### src/hw/rtl/spw_queue.sv
// Small register queue used between the front and back parts and at the output.
// Depends on nothing but its parameters.
module spw_queue #(
	parameter int DEPTH = 4,
	parameter type T = logic
) (
	input  logic clk,
	input  logic arst_n,
	input  logic push,
	input  T din,
	input  logic pop,
	output T dout,
	output logic empty,
	output logic [$clog2(DEPTH+1)-1:0] count
);

	localparam int AW = (DEPTH > 1) ? $clog2(DEPTH) : 1;
	localparam int CW = $clog2(DEPTH+1);

	T mem_q [DEPTH];
	logic [AW-1:0] wr_ptr_q;
	logic [AW-1:0] rd_ptr_q;
	logic [CW-1:0] count_q;

	function automatic logic [AW-1:0] next_ptr(input logic [AW-1:0] p);
		return (p == AW'(DEPTH-1)) ? '0 : p + 1'b1;
	endfunction

	always_ff @(posedge clk) begin
		if (push) begin
			mem_q[wr_ptr_q] <= din;
		end
	end

	always_ff @(posedge clk or negedge arst_n) begin
		if (!arst_n) begin
			wr_ptr_q <= '0;
			rd_ptr_q <= '0;
			count_q <= '0;
		end else begin
			if (push) begin
				wr_ptr_q <= next_ptr(wr_ptr_q);
			end
			if (pop) begin
				rd_ptr_q <= next_ptr(rd_ptr_q);
			end
			if (push && !pop) begin
				count_q <= count_q + 1'b1;
			end else if (pop && !push) begin
				count_q <= count_q - 1'b1;
			end
		end
	end

	assign dout = mem_q[rd_ptr_q];
	assign empty = (count_q == '0);
	assign count = count_q;

endmodule

### config.mk
export PLATFORM = sky130hd
export DESIGN_NAME = spw_queue
export DESIGN_NICKNAME = d
export VERILOG_FILES = /design/src/hw/rtl/spw_queue.sv
export SDC_FILE = /design/constraint.sdc
export NUM_CORES = 1
export LEC_CHECK = 0
export BUFFER_PORTS_ARGS = -buffer_cell sky130_fd_sc_hd__buf_4
export CAP_MARGIN = 10
export CORE_AREA = 4 4 41 43
export DETAILED_ROUTE_END_ITERATION = 10
export DIE_AREA = 0 0 45 47
export GPL_ROUTABILITY_DRIVEN = 0
export PLACE_DENSITY_LB_ADDON = 0.3
export SYNTH_ARGS = -nofsm -noshare
export SYNTH_HDL_FRONTEND = slang
export SYNTH_SLANG_ARGS = --single-unit
export TNS_END_PERCENT = 20
### constraint.sdc
create_clock -name clk -period 1.75 [get_ports clk]
set_clock_uncertainty 0.1 [all_clocks]
set_input_delay 0.175 -clock clk [delete_from_list [all_inputs] [get_ports clk]]
set_output_delay 0.175 -clock clk [all_outputs]
set_load 0.1 [all_outputs]
## After elaboration in Yosys (flattened, before gate mapping)

Memories as Yosys holds them, arrays and structs flattened.
Index checks and enable logic that the tools add are counted.

- Bits in registers: 7
- Memories: 1
- Input bits: 5
- Bits in writable memories: 4
- Bits in read-only memories: 0
- Output and inout port bits: 5
- Bits in latches: 0

- Order comparisons: 0
- Bitwise operators: 0
- Multiply operators: 0
- Muxes and demuxes: 6
- Reductions and logical operators: 6
- Shifts and indexed selects: 0
- $add $sub $neg: 4
- Equality and inequality tests: 2
- Div/mod/pow operators: 0

Memory list:

| memory | depth | bits a word | read ports | clocked after Yosys merged registers in | wr ports | RTL line | RTL |
|---|---|---|---|---|---|---|---|
| mem_q | 4 | 1 | 1 | 0 | 1 | 20 | `T mem_q [DEPTH];` |

Operators with widths:

| cell | count |
|---|---|
| 3-bit two-way mux | 2 |
| 2-bit by 1-bit adder with 2-bit output, second input constant | 2 |
| 2-bit == test, second input constant | 2 |
| 2-bit two-way mux | 2 |
| 3-bit by 1-bit adder with 3-bit output, second input constant | 1 |
| 3-bit zero test | 1 |
| 3-bit by 1-bit subtractor with 3-bit output, second input constant | 1 |
| 1-bit logical AND | 2 |
| 1-bit zero test | 2 |
| 1-bit two-way mux | 2 |
| 2-bit nonzero test | 1 |

## Longest topological paths before layout

- Depth after elaboration: 4
- Gate-level depth with buffers: 7
- Depth with buffers taken out: 7

## Least setup slack after synthesis

OpenSTA, ideal clock, no wires.

- Path kind: reg-to-output
- Start: register count_q[0], in the netlist count[0]
- End: output empty
- Data arrival time: 2.995 ns
- Path buffers: 0
- Required time: 1.475 ns
- Stages on the path, launching flop included: 2
- Setup slack: -1.520 ns
- Cells stage by stage: dfrtp_1 nor3_1

- Cells in the longest elaborated chain, start to end: 1

Ends and longest elaborated chain:

| what | RTL line | RTL |
|---|---|---|
| start, declared | 23 | `logic [CW-1:0] count_q;` |
| start signal, assigned | 48 | `count_q <= count_q + 1'b1;` |
| start signal, assigned | 50 | `count_q <= count_q - 1'b1;` |
| 3-bit zero test | 56 | `assign empty = (count_q == '0);` |
| end, declared | 13 | `output logic empty,` |

Every way passes these cells.

## Final worst setup path

- Start: register rd_ptr_q[0]
- End: output dout

- Cells in the longest elaborated chain, start to end: 1

Ends and longest elaborated chain:

| what | RTL line | RTL |
|---|---|---|
| start, declared | 22 | `logic [AW-1:0] rd_ptr_q;` |
| start signal, assigned | 45 | `rd_ptr_q <= next_ptr(rd_ptr_q);` |
| memory 4 x 1 bit | n/a |  |
| end, declared | 12 | `output T dout,` |

Every way passes these cells.

==> flow_summary_export.csv <==
group,metric,value,unit
outcome,outcome,"finished, final reports clean",
clock_network,cts_resized,0,
global_routing,grt_antenna_before_repair,0,
setup_path,path_class,"reg2out",
yosys,syn-num-nets,53,
sta,max_freq,609,MHz
detailed_routing,wl_per_cell,11.4,um
place,portBuffers,9,
finish,diodes,0,
clock_network,htreeDepth,1,
floorplanning,fp-row-count,13,
global_routing,overflow,0,
sta,slew-limit-headroom,81.5,%
setup_path,cp_max_fo,2,
clock_network,clockBufferDepth,2,
finish,area_delta_synth_final,28.1,%
yosys,synth_top_area_cell,"dfrtp_1",
detailed_routing,first_pass_iters,2,
setup_path,slowest_delay,0.49,ns
hold_path,worstHoldPathType,"in2reg",
setup_path,cp_data_arrival_time,1.37,ns
yosys,syn_inst,41,
floorplanning,ios,10,
setup_path,crit_path_top_delay_cell,"mux4_2",
yosys,yosysMostFrequentCell,"dfrtp_1",
yosys,netlist_top_cells_count,"dfrtp_1, ha_1, and2_1, edfxtp_1, inv_1",
place,dp_hpwl,659,um
sta,rsz0062_at_grt,"no",
place,dp_cells,65,
setup_path,crit_path_cell_trace,"mux4_2, buf_4",
clock_network,clk_latency,0.26,ns
place,dpl_cell_area,647,um2
yosys,ys_seq_area_share,54.0,%
sta,setup_viol,0,
setup_path,cp_num_buf_inv,1,
clock_network,cts_tree,"yes",
detailed_routing,num_vias,325,
sta,hold_viol_final,0,
floorplanning,die_h,47,um
yosys,synth.distinct_cells,14,
detailed_routing,antenna_left,0,
yosys,mappedNetlistArea,547,um2
yosys,avgSynthCellArea,13.3,um2
global_routing,grt_max_degree,10,
detailed_routing,drt_iter0_markers,6,
global_routing,grt_pass1_wl,1440,um
finish,layout-drive-gt1-share,35.1,%
setup_path,crit_family,"multiplexers",
floorplanning,core-area,0.00130,mm2
yosys,synth_top_area_share,32.0,%
sta,worstMarginPinSlew,0.279,ns
detailed_routing,drc,0,
yosys,async_flop_share,63.6,%
sta,min_period,1.64,ns
yosys,synth-edff-count,4,
setup_path,startpoint_type,"flop",
yosys,yosysWarnings,0,
clock_network,numCtsBuffers,3,
sta,tns,0,ns
floorplanning,start_util,42.0,%
finish,fin_nets,70,
global_routing,grt_use_total,10.6,%
yosys,synth_seq_cells,11,
floorplanning,dieArea,0.00212,mm2
floorplanning,die_w,45,um
global_routing,grt_pass1_vias,338,
setup_path,end_kind,"output port",
clock_network,clk_pin_slew,0.07,ns
sta,period_share,93.8,%
flow_run,maxCapViolCount,0,
sta,drv_slew,0,
clock_network,cts.sink_count,11,
setup_path,required,1.47,ns
yosys,ys_top_cells_by_area,"dfrtp_1, edfxtp_1, ha_1",
detailed_routing,wl,824,um
clock_network,root_buffer,"clkbuf_4",
finish,final-instance-count-excl-fill,72,
detailed_routing,avgViaCountPerCell,4.51,
finish,stdcell_area,701,um2
yosys,synth_flop_cell,"dfrtp_1",
## cells by family after synthesis
| family | count (synthesis) | share of synthesized area, % |
|---|---|---|
| simple gates | 10 | 8.92 |
| buf+inv | 4 | 2.75 |
| mux | 4 | 10.3 |
| fa+ha+maj | 7 | 17.4 |
| xor+xnor | 3 | 4.81 |
| compound gates | 2 | 1.83 |
| flops | 11 | 54.0 |
## metal layers
metal  GRT usage (%)  vias to the layer above  share of wire [%]
met5               0                        -                  0
met4            8.77                        0                  0
met3            4.60                        0                5.0
met2            15.5                        5                 50
met1            12.0                      149                 45
li1                -                      171                  -
## stage by stage
stage | hold slack (ns) | setup slack [ns] | util [%]
floorplan | -0.221 | -0.230 | -
global placement | -0.106 | 0.221 | 49.7
detailed placement | -0.105 | 0.153 | 49.7
CTS | 0.00241 | 0.0220 | 52.5
global route | 0.0473 | 0.0470 | 53.8
finish | 0.0644 | 0.109 | 53.8
## cells in the final DEF (no fill, tap or decap), drive strengths merged
cell and n:
dlygate4sd3 2, inv 4, nor3 1, xor2 2, o21ai 2, buf 10, nand2 2, dfrtp 7
ha 6, nor2 3, mux4 1, fa 1, edfxtp 4, clkbuf 4, mux2 3, and2 4
xnor2 1
## state kept, by name (all words and copies together), names as in the netlist
| register | flops |
|---|---|
| mem_q | 4 |
| rd_ptr_q | 2 |
| count | 3 |
| wr_ptr_q | 2 |
## layout make-up
type	instances	area [um2]
sequential	11	298
multi-input combinational	26	248
timing repair buffer	12	95.1
inverter	4	15.0
clock buffer	4	26.3
fill	125	601
tap	15	18.8
## final timing paths
| kind | startpoint | endpoint | slack [ns] | cells past startpoint |
|---|---|---|---|---|
| worst min register to register | count[2] | count[2] | 0.46 | 1 |
| worst max register to register | count[0] | count[2] | 0.25 | 4 |
| max in group asynchronous | arst_n | count[0] | 1.25 | 2 |
| worst max-delay path | rd_ptr_q[0] | dout | 0.11 | 2 |
| min in group asynchronous | arst_n | rd_ptr_q[0] | 0.16 | 2 |
| worst min-delay path | push | wr_ptr_q[0] | 0.06 | 2 |
## timing repair
action,4_1_cts,5_1_grt
hold endpoints to repair,7,4
buffers inserted,0,1
setup endpoints to repair,0,1
hold buffers,1,1
Power is not shown: default switching activity piles up to over one toggle a cycle in this logic, so the estimate is an artifact.
