### src/hw/rtl/spw_pkg.sv
// Shared types and constants of the server placement weight block.
// No dependencies; every other file of the block but the queue and the assertion macros uses it.
package spw_pkg;

	localparam int PCT_BITS = 14;
	localparam int NUM_BITS = 64;
	localparam int CFG_DATA_W = 50;
	localparam int CFG_INDEX_W = 3;

	localparam int QUEUE_DEPTH_DEF = 4;
	localparam int OUT_DEPTH_DEF = 32;

	localparam logic [PCT_BITS-1:0] PCT_FULL = 14'd10000;
	localparam logic [11:0] FIXED_LOAD_DIV = 12'd3000;
	localparam logic [3:0] LOAD_PEAK_MIN = 4'd10;
	localparam logic [6:0] W_ELECT = 7'd80;
	localparam logic [3:0] W_USE = 4'd15;
	localparam logic [2:0] W_LOAD = 3'd5;

	localparam logic [1:0] REQ_WRITE = 2'd0;
	localparam logic [1:0] REQ_DEST = 2'd1;

	localparam logic [CFG_INDEX_W-1:0] CFG_ALIVE_COUNT = 3'd0;
	localparam logic [CFG_INDEX_W-1:0] CFG_LOAD_SUM = 3'd1;
	localparam logic [CFG_INDEX_W-1:0] CFG_CAPACITY_SUM = 3'd2;
	localparam logic [CFG_INDEX_W-1:0] CFG_MAX_BLOCK_COUNT = 3'd3;
	localparam logic [CFG_INDEX_W-1:0] CFG_LOAD_PEAK = 3'd4;
	localparam logic [CFG_INDEX_W-1:0] CFG_TOTAL_ELECT_NUM = 3'd5;

	typedef struct packed {
		logic [1:0] req_type;
		logic server_alive;
		logic server_full;
		logic [30:0] server_load;
		logic [49:0] server_used;
		logic [49:0] server_capacity;
		logic [30:0] server_blocks;
		logic [47:0] server_elections;
	} item_t;

	typedef struct packed {
		logic [47:0] weight;
		logic eligible;
	} result_t;

	typedef struct packed {
		logic [15:0] alive_count;
		logic [30:0] load_sum;
		logic [49:0] capacity_sum;
		logic [30:0] max_block_count;
		logic [30:0] load_peak;
		logic [47:0] total_elect_num;
	} cfg_t;

	// One percent figure waiting for division; ovr marks the cases settled without it.
	typedef struct packed {
		logic [49:0] v;
		logic [49:0] t;
		logic ovr;
		logic ovr_full;
	} lane_t;

	typedef struct packed {
		logic [1:0] req_type;
		logic ok;
		logic [47:0] elect;
		lane_t elect_l;
		lane_t use_l;
		lane_t load_l;
	} cls_t;

	typedef struct packed {
		logic [NUM_BITS-1:0] r;
		logic [49:0] t;
		logic [PCT_BITS-1:0] q;
		logic ovr;
		logic ovr_full;
	} div_lane_t;

	typedef struct packed {
		logic [1:0] req_type;
		logic ok;
		logic [47:0] elect;
		div_lane_t elect_l;
		div_lane_t use_l;
		div_lane_t load_l;
	} div_item_t;

endpackage

### src/hw/rtl/spw_front.sv
// Front part: takes a server record, forms the average-test products and
// classifies the record into eligibility and three percent lanes. Uses spw_pkg.
module spw_front (
	input  logic clk,
	input  logic arst_n,
	input  spw_pkg::cfg_t cfg,
	input  logic in_valid,
	input  spw_pkg::item_t in_item,
	output logic out_valid,
	output spw_pkg::cls_t out_cls,
	output logic [1:0] busy
);

	// Stage 1: the average tests become A*(floor(load/2)+1) <= TL and A*ceil(used/2) <= TC.
	logic valid_s1;
	spw_pkg::item_t item_s1;
	logic [46:0] p_load_s1;
	logic [65:0] p_used_s1;

	logic [30:0] half_load;
	logic [49:0] half_used;

	always_comb begin
		half_load = 31'(in_item.server_load >> 1) + 31'd1;
		half_used = 50'((51'(in_item.server_used) + 51'd1) >> 1);
	end

	always_ff @(posedge clk or negedge arst_n) begin
		if (!arst_n) begin
			valid_s1 <= 1'b0;
		end else begin
			valid_s1 <= in_valid;
		end
	end

	always_ff @(posedge clk) begin
		if (in_valid) begin
			item_s1 <= in_item;
			p_load_s1 <= 47'(cfg.alive_count) * 47'(half_load);
			p_used_s1 <= 66'(cfg.alive_count) * 66'(half_used);
		end
	end

	// Stage 2: compares and lane setup.
	function automatic spw_pkg::lane_t make_lane(input logic [49:0] v, input logic [49:0] t);
		spw_pkg::lane_t l;
		l.v = v;
		l.t = t;
		l.ovr = (t == '0) || (v >= t);
		l.ovr_full = (t != '0) || (v != '0);
		return l;
	endfunction

	logic valid_s2;
	spw_pkg::cls_t cls_s2;
	spw_pkg::cls_t cls_d;
	logic load_ok;
	logic used_ok;
	logic [49:0] use_v;
	logic [49:0] use_t;
	logic [49:0] load_t;

	always_comb begin
		load_ok = (cfg.load_sum == '0) || (47'(cfg.load_sum) >= p_load_s1);
		used_ok = (cfg.capacity_sum == '0) || (66'(cfg.capacity_sum) >= p_used_s1);
		if (cfg.max_block_count == '0) begin
			use_v = item_s1.server_used;
			use_t = item_s1.server_capacity;
		end else begin
			use_v = 50'(item_s1.server_blocks);
			use_t = 50'(cfg.max_block_count);
		end
		if (cfg.load_peak < 31'(spw_pkg::LOAD_PEAK_MIN)) begin
			load_t = 50'(spw_pkg::FIXED_LOAD_DIV);
		end else begin
			load_t = 50'(cfg.load_peak);
		end
		cls_d.req_type = item_s1.req_type;
		cls_d.ok = item_s1.server_alive && (cfg.alive_count != '0) && !item_s1.server_full
			&& load_ok && used_ok;
		cls_d.elect = item_s1.server_elections;
		cls_d.elect_l = make_lane(50'(item_s1.server_elections), 50'(cfg.total_elect_num));
		cls_d.use_l = make_lane(use_v, use_t);
		cls_d.load_l = make_lane(50'(item_s1.server_load), load_t);
	end

	always_ff @(posedge clk or negedge arst_n) begin
		if (!arst_n) begin
			valid_s2 <= 1'b0;
		end else begin
			valid_s2 <= valid_s1;
		end
	end

	always_ff @(posedge clk) begin
		if (valid_s1) begin
			cls_s2 <= cls_d;
		end
	end

	assign out_valid = valid_s2;
	assign out_cls = cls_s2;
	assign busy = {1'b0, valid_s1} + {1'b0, valid_s2};

endmodule

### config.mk
export PLATFORM = sky130hd
export DESIGN_NAME = spw_front
export DESIGN_NICKNAME = d
export VERILOG_FILES = /design/src/hw/rtl/spw_pkg.sv /design/src/hw/rtl/spw_front.sv
export SDC_FILE = /design/constraint.sdc
export NUM_CORES = 2
export LEC_CHECK = 0
export BUFFER_PORTS_ARGS = -buffer_cell sky130_fd_sc_hd__buf_2
export CAP_MARGIN = 15
export CORE_AREA = 2 2 336 338
export CTS_CLUSTER_DIAMETER = 60
export CTS_CLUSTER_SIZE = 12
export DETAILED_ROUTE_END_ITERATION = 8
export DIE_AREA = 0 0 338 340
export PLACE_DENSITY = 0.83
export SKIP_CTS_REPAIR_TIMING = 1
export SYNTH_ARGS = -nofsm -noshare
export SYNTH_HDL_FRONTEND = slang
export SYNTH_SLANG_ARGS = --single-unit
### constraint.sdc
create_clock -name clk -period 8.53 [get_ports clk]
set_input_delay 0.4265 -clock clk [delete_from_list [all_inputs] [get_ports clk]]
set_output_delay 0.4265 -clock clk [all_outputs]
set_load 0.1 [all_outputs]
Word level (Yosys, flattened, before mapping):

Cells that the tools add are included.
W data, S select, Z words.

* register bits after elaboration: 615

* order comparisons: 6
* reductions and logical operators: 26
* add/sub/neg operators: 3
* multiplexer cells: 3
* multipliers: 2

Operator list (count)
* $logic_not A50 Y1: 3
* $reduce_bool A50 Y1: 3
* $mux W50: 2
* $reduce_bool A48 Y1: 2
* $ge A50 B66 Y1: 1
* $mul A16 B50 Y66: 1
* $logic_not A31 Y1: 2
* $add A50 B1 Y51 const B: 1
* $ge A50 B50 Y1: 1
* $ge A48 B48 Y1: 1
* $logic_not A48 Y1: 1
* $ge A31 B47 Y1: 1
* $mul A16 B31 Y47: 1
* $add A30 B1 Y31 const B: 1
* $ge A31 B31 Y1: 1
* $lt A31 B4 Y1 const B: 1
* $mux W31: 1
* $reduce_bool A31 Y1: 1
* $reduce_bool A16 Y1: 1
* $logic_or A1 B1 Y1: 8
* $logic_and A1 B1 Y1: 4
* $add A1 B1 Y2: 1
* $logic_not A1 Y1: 1

Longest topological paths before layout:

* depth after elaboration: 5
* gate-level depth with buffers: 33
* depth with buffers taken out: 30

Worst setup path before layout:

No wires, ideal clock.

* path type: in2reg
* from: input in_item[180] in the netlist's numbering
* to: register p_load_s1[38], data pin
* arrival: 7.412 ns
* path buffers: 3
* data required time: 8.266 ns
* cell stages on the path: 31
* slack: 0.854 ns
* library setup time: 0.264 ns
* path through: ha_1 > nand4_1 > nor2_1 > and4_1 > clkbuf_1 > and3_1 > and3_1 > nand3_1 > xnor2_1 > buf_2 > nand2_1 > fa_1 > inv_1 > fa_1 > inv_1 > fa_1 > inv_1 > fa_1 > fa_1 > inv_1 > fa_1 > inv_1 > ha_1 > clkbuf_1 > nand4_1 > or3_1 > or3_1 > o32a_1 > o21ai_0 > nor2_1 > xnor2_1

* word-level cells in the longest chain between the ends: 2

Ends and longest elaborated chain
* from (decl): line spw_front.sv:8 `input spw_pkg::item_t in_item,`
* $add A30 B1 Y31: line spw_front.sv:24 `half_load = 31'(in_item.server_load >> 1) + 31'd1;`
* $mul A16 B31 Y47: line spw_front.sv:39 `p_load_s1 <= 47'(cfg.alive_count) * 47'(half_load);`
* to (signal assigned): line spw_front.sv:39
* to (decl): line spw_front.sv:17 `logic [46:0] p_load_s1;`

No other way between the ends.
A chain may end at the register's enable or synchronous reset.

Worst setup path after layout:

* from: input in_item[156] in the netlist's numbering
* to: register p_used_s1[64], data pin

* word-level cells in the longest chain between the ends: 2

Ends and longest elaborated chain
* $add A50 B1 Y51: line spw_front.sv:25 `half_used = 50'((51'(in_item.server_used) + 51'd1) >> 1);`
* $mul A16 B50 Y66: line spw_front.sv:40 `p_used_s1 <= 66'(cfg.alive_count) * 66'(half_used);`
* to (signal assigned): line spw_front.sv:40
* to (decl): line spw_front.sv:18 `logic [65:0] p_used_s1;`

No other way between the ends.

==> results.txt <==
post-synthesis sequential area ratio: 26.5%
largest family of logic cells by synthesized area: adder cells
Inserted Clock Buffers: 70
RR Startpoint: p_used_s1[35]
TritonCTS clock tree: built
Setup crit start kind: primary input
nets: 9475
Synth top cells by count: inv_1 (1332), fa_1 (1074), nand2_1 (967)
DRC: 0
Crit. End Element: flip-flop
CTS Buffer Depth: 3
first-pass GRT wire length: 341000 um
R2R setup slack: 5.11 ns
Ys Warns: 0
unrepaired setup endpoints after global routing: false
post-synthesis cell type count: 77
clock sink count: 596
DR vias/cell: 5.95
final number of max-transition violations: 2
part of the cycle the worst path needs: 95.1%
critical path type: primary input to flip-flop
top cell type's share of synthesized area: 31.8%
I/O pins: 784
Core ar.: 112000 um2
Fin Clk Skew: 0.0511 ns
EDFF count, synth: 594
ys flop type: edfxtp_1
Synth area leader: fa_1
vias in the first global route: 54900
final hold slack: -0.00517 ns
initial antenna violation count: 37
Total Routed Length: 236000 um
critical path fanouts, max: 8
Die Y: 340 um
Routed wire per std cell: 26.1 um
area delta synth->final: 14.8%
clk_lat worst skew: 0.71 ns
H-tree level count: 3
min cycle time layout: 8.11 ns
GR Overflow Total: 0
Starting Density: 60.5%
DRT iter0 DRCs: 5919
Reg-to-Reg End: out_cls[354]
layout cell share with drive strength beyond 1: 14.9%
setup slack after layout: 0.417 ns
Final Hold Fails: 3
Post-Syn Instances: 6631
Synth Area in Simple Gates: 14.4%
clock-pin slew on the worst setup and hold paths: 0.06 ns
fillers: 8057
ys async rst share: 0.336%
Min-Delay Endpoint: out_cls[209]
synth top area cells: fa_1 (32%), edfxtp_1 (26%), ha_1 (8.7%), inv_1 (7.4%), nand2_1 (5.4%)
R2R depth: 11
Post-Place Setup Slack: 0.0325 ns
Post-Synth Adder-Cell Area: 40.5%
mapped cell area: 67600 um2
largest net degree at the start of global routing: 136
DRT Pass-1 Iters: 8
post-synthesis xor/xnor area fraction: 2.50%
CP Data Required Time: 8.94 ns
HP Start: cfg[3]
post-synthesis mux area share: 0.532%
failing checks: negative hold slack, max-capacitance violations, max-slew violations
final setup TNS: 0 ns
post-synthesis compound-gate area fraction: 5.38%
WP data arrival: 8.52 ns
Fmax achieved: 0.123 GHz
Vias: 54000
outcome: finished with violations
Worst-Margin Slew: 1.50 ns
max cap viols: 1
Final Setup Violations: 0
routability cong.: 1.02
hold path depth: 1
detailed placer's ending HPWL: 180000 um
most frequent cell after synthesis: inv_1
# port buffers: 741
Routed Antenna Nets: 0
Avg Inst Size Synth: 10.2 um2
Slew Limit Headroom: -1.59%
Total Routing Usage GR: 40.6%
chip width: 338 um
die area: 115000 um2
Worst Hold Class: primary input to flip-flop
Root Buffer: clkbuf_16
Synth Register Bits: 596
Site Rows: 123
## logic make-up after synthesis
kind of cell	count (synthesis)
buf+inv	1716
flops	596
xor+xnor	184
simple gates	1980
other cells	2
compound gates	577
mux	32
fa+ha+maj	1544
## layout by cell type (no fill, tap or decap), types with 7 or more instances in the layout
cell type      netlist  routed
buf_2               16     736
or3_1                7       7
a211oi_1            16      16
ha_1               470     470
a21oi_1            200     200
xor2_1              63      62
buf_4              100     186
nand2_1            967     967
nand4_1            100     100
clkbuf_16            0      70
buf_12               0      28
o31ai_1              9       9
nor2b_1             37      37
a211o_1             10      10
inv_1             1332    1332
nor4_1             100      99
and3_1              27      27
or2_2               10      10
o211ai_1            15      15
nand2b_1            19      19
o21bai_1            28      28
a21o_1             125     125
conb_1               2      43
mux2_2              31      31
o21ai_0             99      99
inv_6                0       7
fa_1              1074    1074
dlygate4sd3_1        0     196
nor3_1              25      24
a31oi_1             20      20
diode_2              0      31
xnor2_1            114     114
nand3_1             49      49
and4_1              12      12
nor2_1             106     106
edfxtp_1           594     594
and2_1             499     499
## state kept, by name (all words and copies together) (netlist names)
register / count
cls_d: 81
p_load_s1: 47
p_used_s1: 66
out_cls: 267
out_valid: 1
valid_s1: 1
item_s1: 133
## routing by layer
metal / vias to the layer above / track usage (%) / part of all wire, %
li1: 22500 / - / -
met1: 26800 / 51.1 / 34
met2: 3832 / 60.3 / 44
met3: 892 / 14.2 / 14
met4: 24 / 25.3 / 7.8
met5: - / 0.459 / 0.069
## worst max-delay path by stage
stage | from | endpoint | slack [ns] | depth (start not counted)
finish | in_item[156] | p_used_s1[64] | 0.42 | 28
global route | in_item[156] | p_used_s1[65] | 0.09 | 26
CTS | in_item[181] | p_load_s1[43] | 0.60 | 31
detailed placement | in_item[181] | p_load_s1[46] | 0.03 | 31
global placement | in_item[129] | p_used_s1[64] | 0.24 | 29
floorplan | in_item[180] | p_load_s1[38] | 0.85 | 31
## worst max-delay path, cell delays in order
cell and delay [ns]:
dlygate4sd3_1 0.54, buf_2 0.16, and3_1 0.22, nand3_1 0.16
or3_1 0.63, buf_4 0.26, nor2_4 0.12, nand3_2 0.10
xnor2_2 0.48, buf_4 0.23, nand2_1 0.07, fa_1 0.54
fa_1 0.47, fa_1 0.53, inv_1 0.05, fa_1 0.47
fa_1 0.54, inv_1 0.06, fa_1 0.54, inv_1 0.05
ha_1 0.44, nand4_1 0.19, nor4_1 0.34, o31ai_1 0.19
nand3_1 0.15, a31oi_1 0.15, o31ai_1 0.30, xor2_1 0.11
## area by class of cell
class | instances | area, um2 | share of cell area [%]
inverter | 1332 | 5000 | 6.45
clock buffer | 77 | 1790 | 2.31
clock inverter | 28 | 335 | 0.432
antenna | 31 | 77.6 | 0.100
sequential | 596 | 17900 | 23.1
timing repair buffer | 1147 | 7620 | 9.82
tap | 1500 | 1880 | 2.42
multi-input combinational | 4360 | 43000 | 55.4
## stage by stage
| stage | instances | utilization, % | hold WS (ns) | instance area, um2 |
|---|---|---|---|---|
| 4_1_cts | 8844 | 67.7 | -0.519 | 75500 |
| 6_report | 9071 | 69.5 | -0.00517 | 77600 |
| 5_1_grt | 9053 | 69.5 | -0.0260 | 77500 |
| 3_3_place_gp | 8739 | 65.8 | 0.215 | 73400 |
| 3_5_place_dp | 8739 | 65.8 | 0.219 | 73400 |
| 2_1_floorplan | 6672 | - | 0.131 | 67700 |
Power is left out: the tool's default activity adds up to more than one toggle a clock period on the data nets, which glitch-free logic cannot reach.
